==> src/rtl/multi_car_elevator_dispatcher_defines.svh <==
// assertion helpers shared by the dispatcher rtl
`ifndef MULTI_CAR_ELEVATOR_DISPATCHER_DEFINES_SVH
`define MULTI_CAR_ELEVATOR_DISPATCHER_DEFINES_SVH

// same-cycle implication, checked on every clock outside reset
`define MCD_ASSERT_IMP(lbl, ante, cons, msg) \
	lbl: assert property (@(posedge clk) disable iff (!arst_n) (ante) |-> (cons)) \
		else $error(msg);

// next-cycle implication, checked on every clock outside reset
`define MCD_ASSERT_NXT(lbl, ante, cons, msg) \
	lbl: assert property (@(posedge clk) disable iff (!arst_n) (ante) |=> (cons)) \
		else $error(msg);

`endif

==> src/rtl/mcd_pkg.sv <==
`default_nettype none
package mcd_pkg;

	// shaft and group size
	localparam int FLOORS  = 16;
	localparam int CARS    = 8;
	localparam int FLOOR_W = 4;
	localparam int CAR_W   = 3;
	localparam int SLOT_W  = FLOOR_W + 1;

	// register indexes on the configuration port
	localparam logic REG_FLOORS = 1'b0;
	localparam logic REG_CARS   = 1'b1;

	// input item kinds
	localparam logic MODE_PRESS = 1'b0;
	localparam logic MODE_TICK  = 1'b1;

	// car heading codes
	localparam logic signed [1:0] HEAD_DOWN = 2'sb11;
	localparam logic signed [1:0] HEAD_IDLE = 2'sb00;
	localparam logic signed [1:0] HEAD_UP   = 2'sb01;

	typedef enum logic [1:0] {
		ST_IDLE,
		ST_SCAN,
		ST_STEP
	} state_t;

	// outcome of moving one car by one floor
	typedef struct packed {
		logic                     arrive;
		logic [FLOOR_W-1:0]       new_pos;
		logic signed [1:0]        new_heading;
		logic [FLOORS-1:0]        new_target;
	} step_res_t;

endpackage
`default_nettype wire

==> src/rtl/mcd_car_step.sv <==
`default_nettype none
module mcd_car_step import mcd_pkg::*; (
	input  wire logic [FLOOR_W-1:0] pos,
	input  wire logic signed [1:0]  head,
	input  wire logic [FLOORS-1:0]  tgt,
	output step_res_t               res
);

	logic [FLOOR_W:0]    nxt;
	logic [FLOORS-1:0]   cleared;

	// one floor up or down, the top bit flags leaving the shaft
	assign nxt     = {1'b0, pos} + {{(FLOOR_W-1){head[1]}}, head};
	assign cleared = tgt & ~(FLOORS'(1) << nxt[FLOOR_W-1:0]);

	// move, stop at the shaft edge, arrive at a target, or go idle once no target is left
	always_comb begin
		res.arrive      = 1'b0;
		res.new_pos     = pos;
		res.new_heading = head;
		res.new_target  = tgt;
		if (head != HEAD_IDLE) begin
			if (nxt[FLOOR_W]) begin
				res.new_heading = HEAD_IDLE;
				res.new_target  = '0;
			end else begin
				res.new_pos = nxt[FLOOR_W-1:0];
				if (tgt[nxt[FLOOR_W-1:0]]) begin
					res.arrive     = 1'b1;
					res.new_target = cleared;
					if (cleared == '0)
						res.new_heading = HEAD_IDLE;
				end else if (tgt == '0) begin
					res.new_heading = HEAD_IDLE;
				end
			end
		end
	end

endmodule
`default_nettype wire

==> src/rtl/multi_car_elevator_dispatcher.sv <==
// channel   dir  signals                        contents
// s         in   s_tvalid s_tready s_tdata      press or tick, kind in s_tuser
// m         out  m_tvalid m_tready m_tdata      one car status, m_tlast on final car
// cfg       in   cfg_we cfg_index cfg_data      floors_in_use, cars_in_use
//
// a press is accepted in idle; a tick scans two call slots per floor in use, then steps each car in use
// the hall call scan runs one call slot per cycle, then one car steps per cycle while m is not stalled
// a stalled status holds the car step sequencer; s_tready is low until the tick is done
// reset clears all calls, parks all cars idle at floor 0, registers to 10 floors, 3 cars
`default_nettype none
`include "multi_car_elevator_dispatcher_defines.svh"
module multi_car_elevator_dispatcher import mcd_pkg::*; (
	input  wire logic        clk,
	input  wire logic        arst_n,
	input  wire logic        s_tvalid,
	output logic             s_tready,
	input  wire logic [7:0]  s_tdata,   // call_floor[3:0], want_up[4], zero fill
	input  wire logic [0:0]  s_tuser,   // mode[0]
	output logic             m_tvalid,
	input  wire logic        m_tready,
	output logic [15:0]      m_tdata,   // car_index[2:0], car_floor[6:3], car_heading[8:7],
	                                    // door_open[9], zero fill
	output logic             m_tlast,
	input  wire logic        cfg_we,
	input  wire logic        cfg_index,
	input  wire logic [4:0]  cfg_data
);

	state_t state_q, state_d;

	logic [4:0]               fiu_q;
	logic [3:0]               ciu_q;
	logic [1:0]               pend_q  [FLOORS];
	logic [1:0]               owned_q [FLOORS];
	logic [CAR_W-1:0]         owner_q [FLOORS][2];
	logic [FLOOR_W-1:0]       pos_q   [CARS];
	logic signed [1:0]        head_q  [CARS];
	logic [FLOORS-1:0]        tgt_q   [CARS];
	logic [CARS-1:0]          door_q;
	logic [SLOT_W-1:0]        slot_q;
	logic [CAR_W-1:0]         car_q;
	logic                     m_valid_q;
	logic [15:0]              m_data_q;
	logic                     m_last_q;

	logic [4:0]               nfl;
	logic [3:0]               ncars;
	logic [5:0]               slot_end_w;
	logic [SLOT_W-1:0]        last_slot;
	logic [3:0]               car_end_w;
	logic [CAR_W-1:0]         last_car_idx;
	logic [FLOOR_W-1:0]       scan_floor;
	logic                     scan_dir;
	logic [FLOOR_W-1:0]       floor_addr;
	logic [1:0]               pend_row;
	logic [1:0]               owned_row;
	logic [CAR_W-1:0]         owner_row [2];
	logic                     pick_found;
	logic [CAR_W-1:0]         pick;
	logic [CAR_W-1:0]         car_sel;
	logic [FLOOR_W-1:0]       sel_pos;
	logic                     scan_hit;
	logic                     serve_here;
	logic                     step_go;
	logic                     in_acc;
	logic [FLOOR_W-1:0]       in_floor;
	logic                     in_up;
	step_res_t                sr;
	logic                     idle_clear_ok;
	logic                     owned_pend_ok;

	// effective register values, saturated into range
	always_comb begin
		if (fiu_q < 5'd2)
			nfl = 5'd2;
		else if (fiu_q > 5'(FLOORS))
			nfl = 5'(FLOORS);
		else
			nfl = fiu_q;
		if (ciu_q < 4'd1)
			ncars = 4'd1;
		else if (ciu_q > 4'(CARS))
			ncars = 4'(CARS);
		else
			ncars = ciu_q;
	end

	assign slot_end_w   = {nfl, 1'b0} - 6'd1;
	assign last_slot    = slot_end_w[SLOT_W-1:0];
	assign car_end_w    = ncars - 4'd1;
	assign last_car_idx = car_end_w[CAR_W-1:0];

	// handshakes
	assign s_tready = (state_q == ST_IDLE);
	assign in_acc   = s_tvalid && s_tready;
	assign in_floor = s_tdata[3:0];
	assign in_up    = s_tdata[4];
	assign step_go  = (state_q == ST_STEP) && (!m_valid_q || m_tready);

	// lowest-numbered idle active car
	always_comb begin
		pick_found = 1'b0;
		pick       = '0;
		for (int c = CARS - 1; c >= 0; c--) begin
			if ((4'(c) < ncars) && (head_q[c] == HEAD_IDLE)) begin
				pick_found = 1'b1;
				pick       = CAR_W'(c);
			end
		end
	end

	// one car read port, shared by dispatch and the car step
	assign car_sel = (state_q == ST_STEP) ? car_q : pick;
	assign sel_pos = pos_q[car_sel];

	mcd_car_step u_step (
		.pos  (sel_pos),
		.head (head_q[car_sel]),
		.tgt  (tgt_q[car_sel]),
		.res  (sr)
	);

	// one floor read port, shared by the scan and the arrival clear
	assign scan_floor   = slot_q[SLOT_W-1:1];
	assign scan_dir     = slot_q[0];
	assign floor_addr   = (state_q == ST_STEP) ? sr.new_pos : scan_floor;
	assign pend_row     = pend_q[floor_addr];
	assign owned_row    = owned_q[floor_addr];
	assign owner_row[0] = owner_q[floor_addr][0];
	assign owner_row[1] = owner_q[floor_addr][1];

	assign scan_hit   = (state_q == ST_SCAN) && pend_row[scan_dir] && !owned_row[scan_dir]
	                    && pick_found;
	assign serve_here = scan_hit && (sel_pos == scan_floor);

	// state register
	always_ff @(posedge clk or negedge arst_n) begin
		if (!arst_n)
			state_q <= ST_IDLE;
		else
			state_q <= state_d;
	end

	// next state
	always_comb begin
		state_d = state_q;
		case (state_q)
			ST_IDLE: begin
				if (in_acc && (s_tuser[0] == MODE_TICK))
					state_d = ST_SCAN;
			end
			ST_SCAN: begin
				if (slot_q == last_slot)
					state_d = ST_STEP;
			end
			ST_STEP: begin
				if (step_go && (car_q == last_car_idx))
					state_d = ST_IDLE;
			end
			default: state_d = ST_IDLE;
		endcase
	end

	// call, car and output state
	always_ff @(posedge clk or negedge arst_n) begin
		if (!arst_n) begin
			fiu_q     <= 5'd10;
			ciu_q     <= 4'd3;
			door_q    <= '0;
			slot_q    <= '0;
			car_q     <= '0;
			m_valid_q <= 1'b0;
			for (int f = 0; f < FLOORS; f++) begin
				pend_q[f]  <= '0;
				owned_q[f] <= '0;
			end
			for (int c = 0; c < CARS; c++) begin
				pos_q[c]  <= '0;
				head_q[c] <= HEAD_IDLE;
				tgt_q[c]  <= '0;
			end
		end else begin
			// configuration writes
			if (cfg_we) begin
				case (cfg_index)
					REG_FLOORS: fiu_q <= cfg_data;
					REG_CARS:   ciu_q <= cfg_data[3:0];
					default:    ;
				endcase
			end

			// output register drains
			if (m_valid_q && m_tready)
				m_valid_q <= 1'b0;

			case (state_q)
				ST_IDLE: begin
					if (in_acc) begin
						if (s_tuser[0] == MODE_TICK) begin
							slot_q <= '0;
							door_q <= '0;
						end else if ({1'b0, in_floor} < nfl) begin
							pend_q[in_floor][in_up] <= 1'b1;
						end
					end
				end
				ST_SCAN: begin
					slot_q <= slot_q + 1'b1;
					car_q  <= '0;
					if (serve_here) begin
						pend_q[scan_floor][scan_dir]  <= 1'b0;
						owned_q[scan_floor][scan_dir] <= 1'b0;
						door_q[pick]                  <= 1'b1;
					end else if (scan_hit) begin
						tgt_q[pick][scan_floor]       <= 1'b1;
						head_q[pick]                  <= (sel_pos > scan_floor) ? HEAD_DOWN
						                                                        : HEAD_UP;
						owned_q[scan_floor][scan_dir] <= 1'b1;
					end
				end
				ST_STEP: begin
					if (step_go) begin
						car_q         <= car_q + 1'b1;
						pos_q[car_q]  <= sr.new_pos;
						head_q[car_q] <= sr.new_heading;
						tgt_q[car_q]  <= sr.new_target;
						if (sr.arrive) begin
							for (int d = 0; d < 2; d++) begin
								if (owned_row[d] && (owner_row[d] == car_q)) begin
									pend_q[sr.new_pos][d]  <= 1'b0;
									owned_q[sr.new_pos][d] <= 1'b0;
								end
							end
						end
						m_valid_q <= 1'b1;
					end
				end
				default: ;
			endcase
		end
	end

	// call owner and status payload
	always_ff @(posedge clk) begin
		if (scan_hit && !serve_here)
			owner_q[scan_floor][scan_dir] <= pick;
		if (step_go) begin
			m_data_q <= {6'd0, door_q[car_q] | sr.arrive, sr.new_heading, sr.new_pos, car_q};
			m_last_q <= (car_q == last_car_idx);
		end
	end

	assign m_tvalid = m_valid_q;
	assign m_tdata  = m_data_q;
	assign m_tlast  = m_last_q;

	// invariants over all cars and all calls
	always_comb begin
		idle_clear_ok = 1'b1;
		for (int c = 0; c < CARS; c++) begin
			if ((head_q[c] == HEAD_IDLE) && (tgt_q[c] != '0))
				idle_clear_ok = 1'b0;
		end
		owned_pend_ok = 1'b1;
		for (int f = 0; f < FLOORS; f++) begin
			if ((owned_q[f] & ~pend_q[f]) != 2'b00)
				owned_pend_ok = 1'b0;
		end
	end

	`MCD_ASSERT_IMP(a_idle_no_target, 1'b1, idle_clear_ok, "idle car holds a target")
	`MCD_ASSERT_IMP(a_owned_pending, 1'b1, owned_pend_ok, "owned call is not pending")
	`MCD_ASSERT_IMP(a_scan_bound, state_q == ST_SCAN, slot_q <= last_slot, "scan past floors")
	`MCD_ASSERT_NXT(a_tick_starts_scan, in_acc && (s_tuser[0] == MODE_TICK),
		(state_q == ST_SCAN) && (slot_q == '0), "tick did not start the scan")

endmodule
`default_nettype wire
==> config.mk <==
export PLATFORM = sky130hd
export DESIGN_NAME = multi_car_elevator_dispatcher
export DESIGN_NICKNAME = d
export VERILOG_FILES = /design/src/rtl/mcd_pkg.sv /design/src/rtl/mcd_car_step.sv /design/src/rtl/multi_car_elevator_dispatcher.sv
export VERILOG_INCLUDE_DIRS = /design/src /design/src/rtl
export SDC_FILE = /design/constraint.sdc
export NUM_CORES = 1
export LEC_CHECK = 0
export BUFFER_PORTS_ARGS = -buffer_cell sky130_fd_sc_hd__buf_2
export CAP_MARGIN = 15
export CORE_ASPECT_RATIO = 1.4
export CORE_MARGIN = 5
export CORE_UTILIZATION = 64
export CTS_CLUSTER_DIAMETER = 80
export CTS_CLUSTER_SIZE = 40
export DETAILED_ROUTE_END_ITERATION = 8
export PLACE_DENSITY_LB_ADDON = 0.08
export SLEW_MARGIN = 20
export SYNTH_ARGS = -nofsm -noshare
export SYNTH_HDL_FRONTEND = slang
export SYNTH_HIERARCHICAL = 1
export SYNTH_SLANG_ARGS = --single-unit
export TNS_END_PERCENT = 20
==> constraint.sdc <==
create_clock -name clk -period 10.7 [get_ports clk]
set_input_delay 2.14 -clock clk [delete_from_list [all_inputs] [get_ports clk]]
set_output_delay 2.14 -clock clk [all_outputs]
set_load 0.005 [all_outputs]
==> flow_metrics.py, run 1 <==
metrics = {
    "outcome": {
        "status": "complete, no violations",
    },
    "placement": {
        "place_inst": 2389,
        "dpl_cell_area_um2": 21600,
        "gp_congestion": 0.993,
        "io_buffers": 29,
        "dp_hpwl_um": 47100,
    },
    "route": {
        "wire_per_inst_um": 29.1,
        "routed_wl_um": 70200,
        "drt_iter0_drc": 2727,
        "routed_via_density": 7.43,
        "dr.pass1.iters": 8,
        "route.detailed.drc": 0,
        "antenna_left": 0,
        "routed-via-count": 17947,
    },
    "layout": {
        "stdcell_count": 2414,
        "drive_above_1_share": 0.126,
        "utilization": 0.680,
        "final_nets": 2008,
        "area.growth.synth_to_final_pct": 4.56,
        "diodes": 0,
        "design_area_um2": 22100,
    },
    "worst_hold_path": {
        "hp-class": "flip-flop to flip-flop",
    },
    "clocking": {
        "clockRootBuffer": "clkbuf_16",
        "cts_resized": 0,
        "clk_latency_ns": 0.56,
        "cts_tree": "yes",
        "htree_levels": 1,
        "clkTransAtPathRegs_ns": 0.12,
        "post-cts-setup-buffers": 0,
        "numClockSinks": 375,
        "tritoncts.num_buffers": 15,
        "hold_buffers": 0,
        "clockBufferDepth": 3,
    },
    "timing": {
        "tightestPinTransition_ns": 1.27,
        "fin_crit_sh": 0.908,
        "post-route-min-period_ns": 9.71,
        "slew_headroom": 0.154,
        "rsz0062_at_grt": "false",
        "setup_violations": 0,
        "drv_slew": 0,
        "hold_viol_final": 0,
        "setup-tns-final_ns": 0,
        "skew_ns": 0.0299,
        "fmax_mhz": 103,
    },
    "die": {
        "dieArea_um2": 36800,
        "initial_core_util": 0.650,
        "die_w_um": 164,
        "rows": 78,
        "die_h_um": 225,
        "ios": 39,
        "fp.coreArea_um2": 32500,
    },
    "global_route": {
        "gr-total-overflow": 0,
        "antenna_found_initial": 0,
        "grt_max_degree": 174,
        "grt_pass1_vias": 17537,
        "grt_usage": 0.378,
        "grt_pass1_wl_um": 105000,
    },
    "critical_path": {
        "crit_fanout": 33,
        "crit_buf_inv": 4,
        "cp_common_cell": "nor2_1",
        "slowest_delay_ns": 0.93,
        "cp_slowest_cell": "or2_1",
        "worstSetupEndpointType": "flip-flop",
        "required_ns": 11.18,
        "critical_path_class": "flip-flop to flip-flop",
        "critPathArrivalTime_ns": 10.19,
        "cp-start-kind": "flip-flop",
        "cp_top_family": "multiplexers",
    },
    "yosys": {
        "synth.cell_area_um2": 21100,
        "netlist_instances": 2021,
        "synth_top_flop_cell": "dfrtp_1",
        "async_flop_share": 0.715,
        "yosysSeqAreaShare": 0.470,
        "ys_ff_latch": 375,
        "synth_area_per_cell_um2": 10.5,
        "synth_edf_count": 107,
        "synth_cell_types": 90,
        "yosysWarnings": 6,
    },
    "job": {
        "cap_violations": 0,
    },
}
logic make-up (layout without fill, tap and decap cells):
logic type | count (synthesis) | in the layout | share of synthesized area
other cells | 1 | 6 | 0.000178
fa+ha+maj | 22 | 22 | 0.0130
flops | 375 | 375 | 0.470
simple gates | 577 | 577 | 0.125
compound gates | 657 | 657 | 0.211
buf+inv | 194 | 142 | 0.0445
mux | 171 | 171 | 0.127
xor+xnor | 24 | 24 | 0.0103
flip-flops by register name, summed over array words and instances, names as in the netlist, named ones only:
| signal | cells |
|---|---|
| tgt_q | 128 |
| owner_q | 96 |
| pend_q | 32 |
| pos_q | 32 |
| head_q | 16 |
| m_tdata | 10 |
| door_q | 8 |
| fiu_q | 5 |
| slot_q | 5 |
| ciu_q | 4 |
| car_q | 3 |
| state_q | 2 |
| m_tlast | 1 |
| m_tvalid | 1 |
final cells by class:
class,instances,area [µm²]
Tap cell,440,551
Multi-Input combinational cell,1457,10400
Sequential cell,375,9920
Fill cell,2586,10400
Clock buffer,16,379
Timing Repair Buffer,89,631
Inverter,28,105
Clock inverter,9,145
worst register-to-register path, delay by kind of cell, from the launching register on:
kind	cells	cell delay [ns]
adders and majority gates	2	0.59
xor gates and xnor gates	1	0.11
and+or+nand+nor	12	2.40
AOI/OAI and AO/OA	8	2.16
DFF	1	0.58
muxes	6	2.63
buffers and inverters	4	1.14
path summary, 6_finish.rpt:
path | start | slack [ns] | to | depth (start not counted)
min | tgt_q[125] | 0.49 | tgt_q[125] | 1
max in group asynchronous | arst_n | 7.64 | tgt_q[124] | 2
min reg2reg | tgt_q[125] | 0.49 | tgt_q[125] | 1
max | ciu_q[1] | 0.99 | tgt_q[12] | 33
max reg2reg | ciu_q[1] | 0.99 | tgt_q[12] | 33
min in group asynchronous | arst_n | 1.58 | tgt_q[40] | 1
synthesized netlist by cell type, types with 25 or more instances:
cell	number	area [µm²]
inv_1	25	93.8
a31oi_1	54	338
nand3_1	54	270
o32a_1	28	280
buf_2	28	140
nor2_1	167	627
mux2i_1	55	551
clkbuf_1	88	330
o21ai_0	139	696
nor3_1	57	285
a21o_1	47	353
mux2_2	49	552
mux4_2	45	1010
a21oi_1	150	751
nand2_1	194	728
dfrtp_1	264	6610
a22o_1	50	438
a41oi_1	34	298
edfxtp_1	107	3210
metal layers:
layer	track usage	wire length, µm	vias up
met4	0.283	6440	0
met1	0.465	23600	8711
met2	0.604	33100	1314
li1	-	-	7553
met3	0.0606	7030	369
met5	0	0	-
placed cells by master (no fill, tap or decap), types with 50 or more instances in the layout:
cell type,netlist,layout
o21ai_0,139,139
a31oi_1,54,54
mux2i_1,55,55
nand3_1,54,54
edfxtp_1,107,107
a22o_1,50,50
nor3_1,57,55
a21oi_1,150,147
nand2_1,194,194
nor2_1,167,163
dfrtp_1,264,264
buf_4,22,58
per-stage QoR:
step,hold slack [ns],worst slack [ns]
finish,0.490,0.988
global route,0.515,0.423
global placement,0.458,1.39
floorplan,0.449,2.21
detailed placement,0.466,1.25
CTS,0.491,1.21
Power of run 1 is not shown: default switching activity piles up to over one toggle a cycle in this logic, so the estimate is an artifact.
==> run 2, diff against run 1 <==
--- a/config.mk
+++ b/config.mk
@@ -11,6 +11,7 @@
 export CORE_ASPECT_RATIO = 1.4
 export CORE_MARGIN = 5
 export CORE_UTILIZATION = 64
+export CTS_BUF_LIST = sky130_fd_sc_hd__clkbuf_8
 export CTS_CLUSTER_DIAMETER = 80
 export CTS_CLUSTER_SIZE = 40
 export DETAILED_ROUTE_END_ITERATION = 8
==> run 2 against run 1 <==
Net effect:
- global-route usage decreased by 0.15 points
- maximum frequency down 0.44%
- largest cell class unchanged
- core utilization down 0.43 points
- first-iteration DRC count grew 0.33%
==> flow_metrics.py, run 2 (same netlist as run 1, synthesis figures left out) <==
metrics = {
    "global_route": {
        "grt_pass1_vias": 17485,
        "antenna_found_initial": 0,
        "grt_max_degree": 174,
        "grt_pass1_wl_um": 105000,
        "gr-total-overflow": 0,
        "grt_usage": 0.377,
    },
    "timing": {
        "drv_slew": 0,
        "fin_crit_sh": 0.912,
        "setup-tns-final_ns": 0,
        "rsz0062_at_grt": "false",
        "hold_viol_final": 0,
        "post-route-min-period_ns": 9.75,
        "skew_ns": 0.0468,
        "slew_headroom": 0.170,
        "fmax_mhz": 103,
        "tightestPinTransition_ns": 1.24,
        "layout_setup_ws_ns": 0.946,
        "setup_violations": 0,
    },
    "layout": {
        "drive_above_1_share": 0.127,
        "area.growth.synth_to_final_pct": 3.90,
        "fill_cells": 2609,
        "seq_area_um2": 9920,
        "top_register": "tgt_q",
        "stdcell_count": 2416,
        "largest_register_ffs": 128,
        "reg_top3": "tgt_q x128, owner_q x96",
        "mostFrequentLayoutCell": "dfrtp_1",
        "multiInputGateArea_um2": 10400,
        "layout_common_cells": "264 x dfrtp_1, 194 x nand2_1, 163 x nor2_1",
        "final_nets": 2009,
    },
    "critical_path": {
        "reg2reg_from": "ciu_q[1]",
        "crit_fanout": 48,
        "crit_buf_inv": 6,
        "required_ns": 11.23,
        "worstSetupEndpointType": "flip-flop",
        "critical_path_class": "flip-flop to flip-flop",
        "slowest_delay_ns": 0.60,
        "startpoint": "ciu_q[1]",
        "cp_slowest_cell": "dfstp_2",
        "critPathArrivalTime_ns": 10.28,
        "cp_top_family": "multiplexers",
        "cp_common_cell": "nor2_1",
        "cp-start-kind": "flip-flop",
    },
    "route": {
        "route.detailed.drc": 0,
        "drt_iter0_drc": 2736,
        "routed_wl_um": 69900,
        "routed-via-count": 17863,
        "routed_via_density": 7.39,
        "dr.pass1.iters": 9,
        "wire_per_inst_um": 28.9,
        "antenna_left": 0,
    },
    "worst_hold_path": {
        "hp-class": "flip-flop to flip-flop",
        "hold_path_startpoint": "tgt_q[125]",
    },
    "placement": {
        "io_buffers": 29,
        "gp_congestion": 0.993,
        "place_inst": 2389,
        "dp_slack_ns": 1.25,
        "dp_hpwl_um": 47100,
    },
    "clocking": {
        "tritoncts.num_buffers": 15,
        "cts_tree": "yes",
        "clockRootBuffer": "clkbuf_8",
        "htree_levels": 1,
        "clockBufferDepth": 3,
        "clkTransAtPathRegs_ns": 0.18,
        "numClockSinks": 375,
        "clk_latency_ns": 0.64,
        "hold_buffers": 0,
        "post-cts-setup-buffers": 0,
        "cts_resized": 0,
    },
    "die": {
        "fp.coreArea_um2": 32500,
        "ios": 39,
        "rows": 78,
        "die_w_um": 164,
        "die_h_um": 225,
        "dieArea_um2": 36800,
        "initial_core_util": 0.650,
    },
    "job": {
        "cap_violations": 0,
    },
    "outcome": {
        "status": "complete, no violations",
    },
}
-- run 2: area by class of cell --
cell class              count  share of cell area
diodes                      1            0.000114
clock buffers              15             0.00940
clock inverters            10             0.00678
inverters                  28             0.00479
multi-input cells        1457               0.472
flip-flops and latches    375               0.452
well taps                 440              0.0251
repair buffers             90              0.0300
-- run 2: metal layers --
metal  up-vias  track usage  wire [µm]
li1       7559            -          -
met1      8680        0.470      24100
met2      1243        0.602      33000
met3       379       0.0501       6450
met4         2        0.282       6390
met5         -            0         68
-- run 2: worst paths after layout --
path / to / slack [ns] / cells past startpoint
worst max-delay path: flip-flop / 0.95 / 35
min in group asynchronous: tgt_q[40] / 1.51 / 1
worst min register to register: tgt_q[125] / 0.50 / 1
worst min-delay path: tgt_q[125] / 0.50 / 1
worst max register to register: flip-flop / 0.95 / 35
max in group asynchronous: tgt_q[101] / 7.73 / 3
-- run 2: per-stage QoR --
stage / area [µm²] / util / hold WS [ns]
floorplan: 21100 / - / 0.449
global placement: 21600 / 0.663 / 0.458
detailed placement: 21600 / 0.664 / 0.466
CTS: 21900 / 0.675 / 0.502
global route: 21900 / 0.675 / 0.528
finish: 22000 / 0.675 / 0.502
-- run 2: worst register-to-register path: cells and delay by family, from the launching register on --
kind / cells / cell delay, ns
buffers and inverters: 6 / 1.89
and+or+nand+nor: 11 / 1.49
xor gates and xnor gates: 1 / 0.12
AOI/OAI and AO/OA: 9 / 2.34
DFF: 1 / 0.60
muxes: 6 / 2.63
adders and majority gates: 2 / 0.59
Power of run 2 is left out for the same reason.
